File: config.mk
export PLATFORM = sky130hd
export DESIGN_NAME = rpn_cell_chain
export DESIGN_NICKNAME = d
export VERILOG_FILES = /design/src/rtl/core/rpn_pkg.sv /design/src/rtl/core/rpn_cell.sv /design/src/rtl/core/rpn_cell_chain.sv
export SDC_FILE = /design/constraint.sdc
export NUM_CORES = 2
export LEC_CHECK = 0
export BUFFER_PORTS_ARGS = -buffer_cell sky130_fd_sc_hd__buf_4
export CAP_MARGIN = 25
export CELL_PAD_IN_SITES_DETAIL_PLACEMENT = 1
export CELL_PAD_IN_SITES_GLOBAL_PLACEMENT = 2
export CORE_UTILIZATION = 45
export DETAILED_ROUTE_END_ITERATION = 7
export HOLD_SLACK_MARGIN = 0.02
export PLACE_DENSITY = 0.8
export SLEW_MARGIN = 20
export SYNTH_ARGS = -nofsm -noshare
export SYNTH_HDL_FRONTEND = slang
export SYNTH_SLANG_ARGS = --single-unit
File: constraint.sdc
create_clock -name clk -period 228.2 [get_ports clk]
set_input_delay 0 -clock clk [delete_from_list [all_inputs] [get_ports clk]]
set_output_delay 0 -clock clk [all_outputs]
set_load 0.005 [all_outputs]
File: src/rtl/core/rpn_pkg.sv
// ----------------------------------------------------------------------------
// rpn_pkg: shared types and constants
// Command codes, channel words, cell control word and arithmetic helpers
// for the reverse-Polish calculator.
// ----------------------------------------------------------------------------
package rpn_pkg;

    localparam int DEFAULT_STACK_DEPTH = 128;
    localparam int FUNC_W = 4;
    localparam int DATA_W = 32;
    localparam int DEPTH_OUT_W = 8;

    typedef enum logic [3:0] {
        FN_PUSH  = 4'd0,
        FN_ADD   = 4'd1,
        FN_SUB   = 4'd2,
        FN_MUL   = 4'd3,
        FN_DIV   = 4'd4,
        FN_REM   = 4'd5,
        FN_POP   = 4'd6,
        FN_PEEK  = 4'd7,
        FN_DUP   = 4'd8,
        FN_SWAP  = 4'd9,
        FN_CLEAR = 4'd10
    } func_t;

    typedef enum logic [2:0] {
        ST_IDLE,
        ST_MUL,
        ST_DIV,
        ST_DIVFIX,
        ST_PUSH,
        ST_OUT,
        ST_POP2
    } state_t;

    // shift command for the cell chain
    typedef enum logic [1:0] {
        SH_HOLD,
        SH_PUSH,
        SH_POP,
        SH_LOAD_TOP
    } shift_t;

    typedef struct packed {
        shift_t             op;
        logic [DATA_W-1:0]  din;
    } cell_ctl_t;

    // command word
    typedef struct packed {
        func_t              func;
        logic [DATA_W-1:0]  operand_value;
    } cmd_word_t;

    // result word
    typedef struct packed {
        logic [DATA_W-1:0]      shown_value;
        logic                   shown_valid;
        logic                   underflow_flag;
        logic                   overflow_flag;
        logic                   div_zero_flag;
        logic [DEPTH_OUT_W-1:0] stack_depth;
    } res_word_t;

    // saturate a 34-bit signed sum to 32 bits
    function automatic logic [DATA_W-1:0] sat34(input logic signed [33:0] x);
        logic [DATA_W-1:0] r;
        if (x > 34'sh0_7FFF_FFFF)
            r = 32'h7FFF_FFFF;
        else if (x < -34'sh0_8000_0000)
            r = 32'h8000_0000;
        else
            r = x[DATA_W-1:0];
        return r;
    endfunction

endpackage

File: src/rtl/core/rpn_cell.sv
// ----------------------------------------------------------------------------
// rpn_cell: one stack cell
// Holds one entry and shifts with its neighbours on push and pop.
// ----------------------------------------------------------------------------
module rpn_cell (
    input  logic                        clk,
    input  rpn_pkg::shift_t             op,
    input  logic [rpn_pkg::DATA_W-1:0]  from_above,
    input  logic [rpn_pkg::DATA_W-1:0]  from_below,
    input  logic [rpn_pkg::DATA_W-1:0]  load_value,
    input  logic                        is_top,
    output logic [rpn_pkg::DATA_W-1:0]  value
);
    logic [rpn_pkg::DATA_W-1:0] data_reg;
    logic [rpn_pkg::DATA_W-1:0] data_next;

    // shift select
    always_comb
    begin
        case (op)
            rpn_pkg::SH_PUSH:     data_next = from_above;
            rpn_pkg::SH_POP:      data_next = from_below;
            rpn_pkg::SH_LOAD_TOP: data_next = is_top ? load_value : data_reg;
            default:              data_next = data_reg;
        endcase
    end

    always_ff @(posedge clk)
    begin
        data_reg <= data_next;
    end

    assign value = data_reg;
endmodule

File: src/rtl/core/rpn_cell_chain.sv
// ----------------------------------------------------------------------------
// rpn_cell_chain: row of stack cells
// Cell 0 is the top of stack; pushes shift the row down, pops shift it up.
// ----------------------------------------------------------------------------
module rpn_cell_chain #(
    parameter int STACK_DEPTH = rpn_pkg::DEFAULT_STACK_DEPTH
) (
    input  logic                        clk,
    input  rpn_pkg::cell_ctl_t          ctl,
    output logic [rpn_pkg::DATA_W-1:0]  top0,
    output logic [rpn_pkg::DATA_W-1:0]  top1
);
    logic [rpn_pkg::DATA_W-1:0] vals [STACK_DEPTH];

    genvar g;
    generate
        for (g = 0; g < STACK_DEPTH; g++)
        begin : g_cell
            logic [rpn_pkg::DATA_W-1:0] above;
            logic [rpn_pkg::DATA_W-1:0] below;
            if (g == 0)
            begin : g_first
                assign above = ctl.din;
            end
            else
            begin : g_rest
                assign above = vals[g-1];
            end
            if (g == STACK_DEPTH-1)
            begin : g_last
                assign below = vals[g];
            end
            else
            begin : g_mid
                assign below = vals[g+1];
            end
            rpn_cell u_cell (
                .clk        (clk),
                .op         (ctl.op),
                .from_above (above),
                .from_below (below),
                .load_value (ctl.din),
                .is_top     (g == 0),
                .value      (vals[g])
            );
        end
    endgenerate

    assign top0 = vals[0];
    assign top1 = vals[1];
endmodule

# Yosys cells after proc, flatten, opt, wreduce, memory -nomap -nowiden
# Cells that the tools add are included.
dict set report classes {
  mux 127
  n_eq_ne 3
  n_reduce_logical 3
}
# operator n
set op_table {}
lappend op_table {{$pmux W32 S2} 127}
lappend op_table {{$eq A2 B2 Y1 const B} 2}
lappend op_table {{$reduce_bool A2 Y1} 2}
lappend op_table {{$eq A2 B1 Y1 const B} 1}
lappend op_table {{$reduce_or A2 Y1} 1}
dict set report word_totals {
  output_inout_bits 64
  register_bits 4096
  wordCells 261
}

# Logic depth before layout (Yosys ltp)
dict set report depth {
  depth_word 3
  ltp_mapped 7
}

# Modules after synthesis
# A second synthesis with hierarchy kept.
dict set report unflattened {
  cells_unflattened 26591
  hier_area_um2 269272.0
}
# mod seq_area_each_um2 cells_each n_inst area_each_um2
set by_module_without_submodules {}
lappend by_module_without_submodules {{rpn_cell (g_cell[1].u_cell ...)} 960.9 219 89 2120.8}
lappend by_module_without_submodules {{rpn_cell (g_cell[0].u_cell ...)} 960.9 182 39 2064.5}
lappend by_module_without_submodules {rpn_cell_chain 0.0 2 1 7.5}

# Worst setup path after synthesis
# OpenSTA, ideal clock, no wires.
dict set report synth_path {
  path_kind {input -> register}
  start {in ctl[32] (netlist bit)}
  end {reg g_cell[100].u_cell.data_reg (netlist bit g_cell[100].u_cell.value[0]) (enable)}
  stages 2
  arrival_ns 81.392
  required_ns 223.688
  setup_time_ns 4.512
  setup_slack_ns 142.296
  cell_sequence {inv_1 ha_1}
}
dict set report synth_between {
  elab_chain_cells 2
  word_cells_on_any_way 3
  cone_classes {eq/ne (2); reduce/logical (1)}
}
# element line
set synth_lines {}
lappend synth_lines {{start, declared} rpn_cell_chain.sv:9} ;# input rpn_pkg::cell_ctl_t ctl,
lappend synth_lines {{$eq A2 B1 Y1 or $eq A2 B2 Y1 (tied branches)} rpn_cell.sv:20} ;# case (op)
lappend synth_lines {{$reduce_bool A2 Y1 (no source line) *} -}
lappend synth_lines {{end signal, assigned} rpn_cell.sv:30} ;# data_reg <= data_next;
lappend synth_lines {{end, declared} rpn_cell.sv:14} ;# logic [rpn_pkg::DATA_W-1:0] data_reg;
# Every way passes the cells marked *; elsewhere a longest branch is shown, timed or not.
# A chain may end at the register's enable or synchronous reset.

# Worst setup path in the final report
dict set report layout_path {
  start {in ctl[32] (netlist bit)}
  end {reg g_cell[86].u_cell.data_reg (netlist bit g_cell[86].u_cell.value[5]) (enable)}
}
dict set report layout_between {
  elab_chain_cells 2
  word_cells_on_any_way 3
  cone_classes {eq/ne (2); reduce/logical (1)}
}
# element line
set layout_lines {}
lappend layout_lines {{$eq A2 B1 Y1 or $eq A2 B2 Y1 (tied branches)} rpn_cell.sv:20}
lappend layout_lines {{$reduce_bool A2 Y1 (no source line) *} -}
lappend layout_lines {{end signal, assigned} rpn_cell.sv:30}
lappend layout_lines {{end, declared} rpn_cell.sv:14}
# Marked as above.

==> run metrics <==
commonest non-fill, non-tap cell in the layout=edfxtp_1; I/O pins=slightly below 100; DP HPWL=145000 µm; first-pass GRT wire length=~430000 µm; Post-Route WL=approximately 260000 µm; # port buffers=98; ratio of final minimum period to clock period=3.74%; CP max FO=175; vias per std cell=5.18; root buffer cell=clkbuf_16; RSZ-0062 raised after global routing=false; via count=73945; maxcap violations=0; die area=approximately 390000 µm²; setup violators final=0; Setup Buffers After CTS=0; Detailed Route Iter0 Violations=between 4000 and 5000; most frequent cells in the layout=edfxtp_1, mux2_2, clkbuf_16, buf_4, clkinv_1; worst path arrival time=about 9.1 ns; GPL Wtd Cong=0.713; synthesized cell area=174000 µm²; detailed-route DRC error count=0; largest net degree at the start of global routing=around 210; antenna viol nets, final=0; WL/cell=18.0 µm; post-route minimum period=approximately 8.5 ns; PwrDens=9.63 nW/µm²; flops & latches, synth=4096; DP Area=approximately 180000 µm²; Pleak=around 63 nW; met2 usage=21.2%; CTS tree=built; Sum Neg Setup Slack=0 ns; htree depth=5; Design Area, Final=191000 µm²; Pins Over Slew Limit=0; gr usage total=13.0%; Cells after Synth=8620; Core Region=383000 µm²; area leader, netlist=edfxtp_1; placed cells=around 13000; Clock Latency Late Sink=0.93 ns; synth top area cells=edfxtp_1, mux2_2, buf_6; Die Width=roughly 620 µm; Hold Vio Cnt, Final=0; Slew headroom=between 10% and 20%; layout cells sized above 1=52.6%; min-delay worst type=reg2reg; kind of critical path=in2reg; Seq/Total Area, Yosys=between 70% and 80%; M1 GR Usage=a little under a fifth; vias in the first global route=between 80000 and 90000; run status=completed; Worst-Margin Slew=between 1 and 1.5 ns; maximum clock path buffer count=4; Yosys warnings=0; initial core utilization=45.3%; Setup Skew=about 0.035 ns; max FFs per register=slightly above 4000; chip height=623 µm; most used routing layer=met2; layout overhead on the synthesized area=10.0%; Total Nets Final=between 8000 and 9000; # rows=about 230; startpoint types=input port; Layout fillers=~34000; clk sinks=4096; worst path required time=about 230 ns; number of buffers created by CTS=410; Final Non-Filler Cells=roughly 14000; VDD IR-drop max=6.93 µV; grt met3 use=around 2.2%; total grt overflow=0; max frequency=around 120 MHz; mean post-synth cell area=just over 20 µm²; CTS clock-pin slew for the worst setup and hold paths=~0.060 ns; Synth Net Count=between 8000 and 9000; area share of the largest cell type after synthesis=a little over two thirds; first-pass detailed-route iteration total=5; antenna violations before repair=1; Synth cell types=7; CP Capture Type=flip-flop
==> path summary, 6_finish.rpt <==
| path | from | slack, ns | cells after the start | end |
|---|---|---|---|---|
| min | g_cell[126].u_cell.value[0]$_DFFE_PP_ | 0.45 | 0 | g_cell[127].u_cell.value[0]$_DFFE_PN_ |
| max | ctl[32] | 219.66 | 14 | g_cell[86].u_cell.value[5]$_DFFE_PP_ |
| max reg2reg | g_cell[1].u_cell.value[14]$_DFFE_PP_ | 226.53 | 2 | g_cell[0].u_cell.value[14]$_DFFE_PP_ |
| min reg2reg | g_cell[126].u_cell.value[0]$_DFFE_PP_ | 0.45 | 0 | g_cell[127].u_cell.value[0]$_DFFE_PN_ |
==> critical path, cell delays in order <==
cell and delay [ns]:
dlygate4sd3_1 0.53, buf_4 0.13, inv_1 0.14, ha_4 0.38, buf_4 0.72, buf_4 0.75
buf_4 0.64, buf_4 0.60, buf_4 0.73, buf_4 0.80, buf_4 0.77, buf_12 0.74
buf_4 0.86, buf_4 0.87
==> layout make-up <==
type / instances / area, µm² / area share, %
well taps: 5038 / 6300 / 3.30
inverters: 3 / 11.3 / 0.00589
diodes: 2 / 5.00 / 0.00262
clock buffers: 493 / 10700 / 5.62
flip-flops and latches: 4096 / 123000 / 64.3
repair buffers: 305 / 2990 / 1.56
multi-input cells: 4070 / 45900 / 24.0
clock inverters: 256 / 2210 / 1.16
==> routing by layer <==
layer  vias to the layer above  routed length [µm]
met5                         -                   0
li1                      35174                   -
met4                         0                5600
met3                       389                8450
met1                     37622              119000
met2                       760              124000
==> repair_timing <==
| item | CTS | global route |
|---|---|---|
| endpoints found under the hold margin | 159 | 0 |
| gates resized for setup | 0 | 0 |
| hold buffers | 99 | 0 |
==> Yosys cell counts, drive strengths merged <==
master / count
inv: 3
ha: 5
buf: 451
edfxtp: 4096
mux2: 4064
nor2: 1
==> stage by stage <==
stage / power [mW] / util [%] / setup WS, ns / hold WS [ns]
6_report: 1.84 / 49.9 / 219.66 / 0.446
5_1_grt: 1.92 / 49.9 / 219.09 / 0.459
4_1_cts: 1.87 / 49.8 / 219.63 / 0.416
3_5_place_dp: 1.20 / 46.1 / 218.86 / 0.307
3_3_place_gp: 1.18 / 46.1 / 219.38 / 0.302
2_1_floorplan: 1.41 / - / 142.30 / 0.220
==> report_power, final <==
part / leakage [nW] / total (mW) / internal [mW] / switching, mW
clock: 6.34 / 0.653 / 0.372 / 0.281
sequential: 40.1 / 1.02 / 0.970 / 0.0516
combinational: 16.8 / 0.167 / 0.0957 / 0.0710
==> cell families (layout without fill, tap and decap cells) <==
kind of cell	Yosys count	after routing	synth area share (%)
buffers and inverters	454	1057	2.82
adder cells (fa/ha/maj)	5	5	0.0360
AND/OR/NAND/NOR	1	1	0.00216
flip-flops	4096	4096	70.8
multiplexers	4064	4064	26.3
other	0	2	0
No activity file was read; power rests on OpenSTA's default activity.
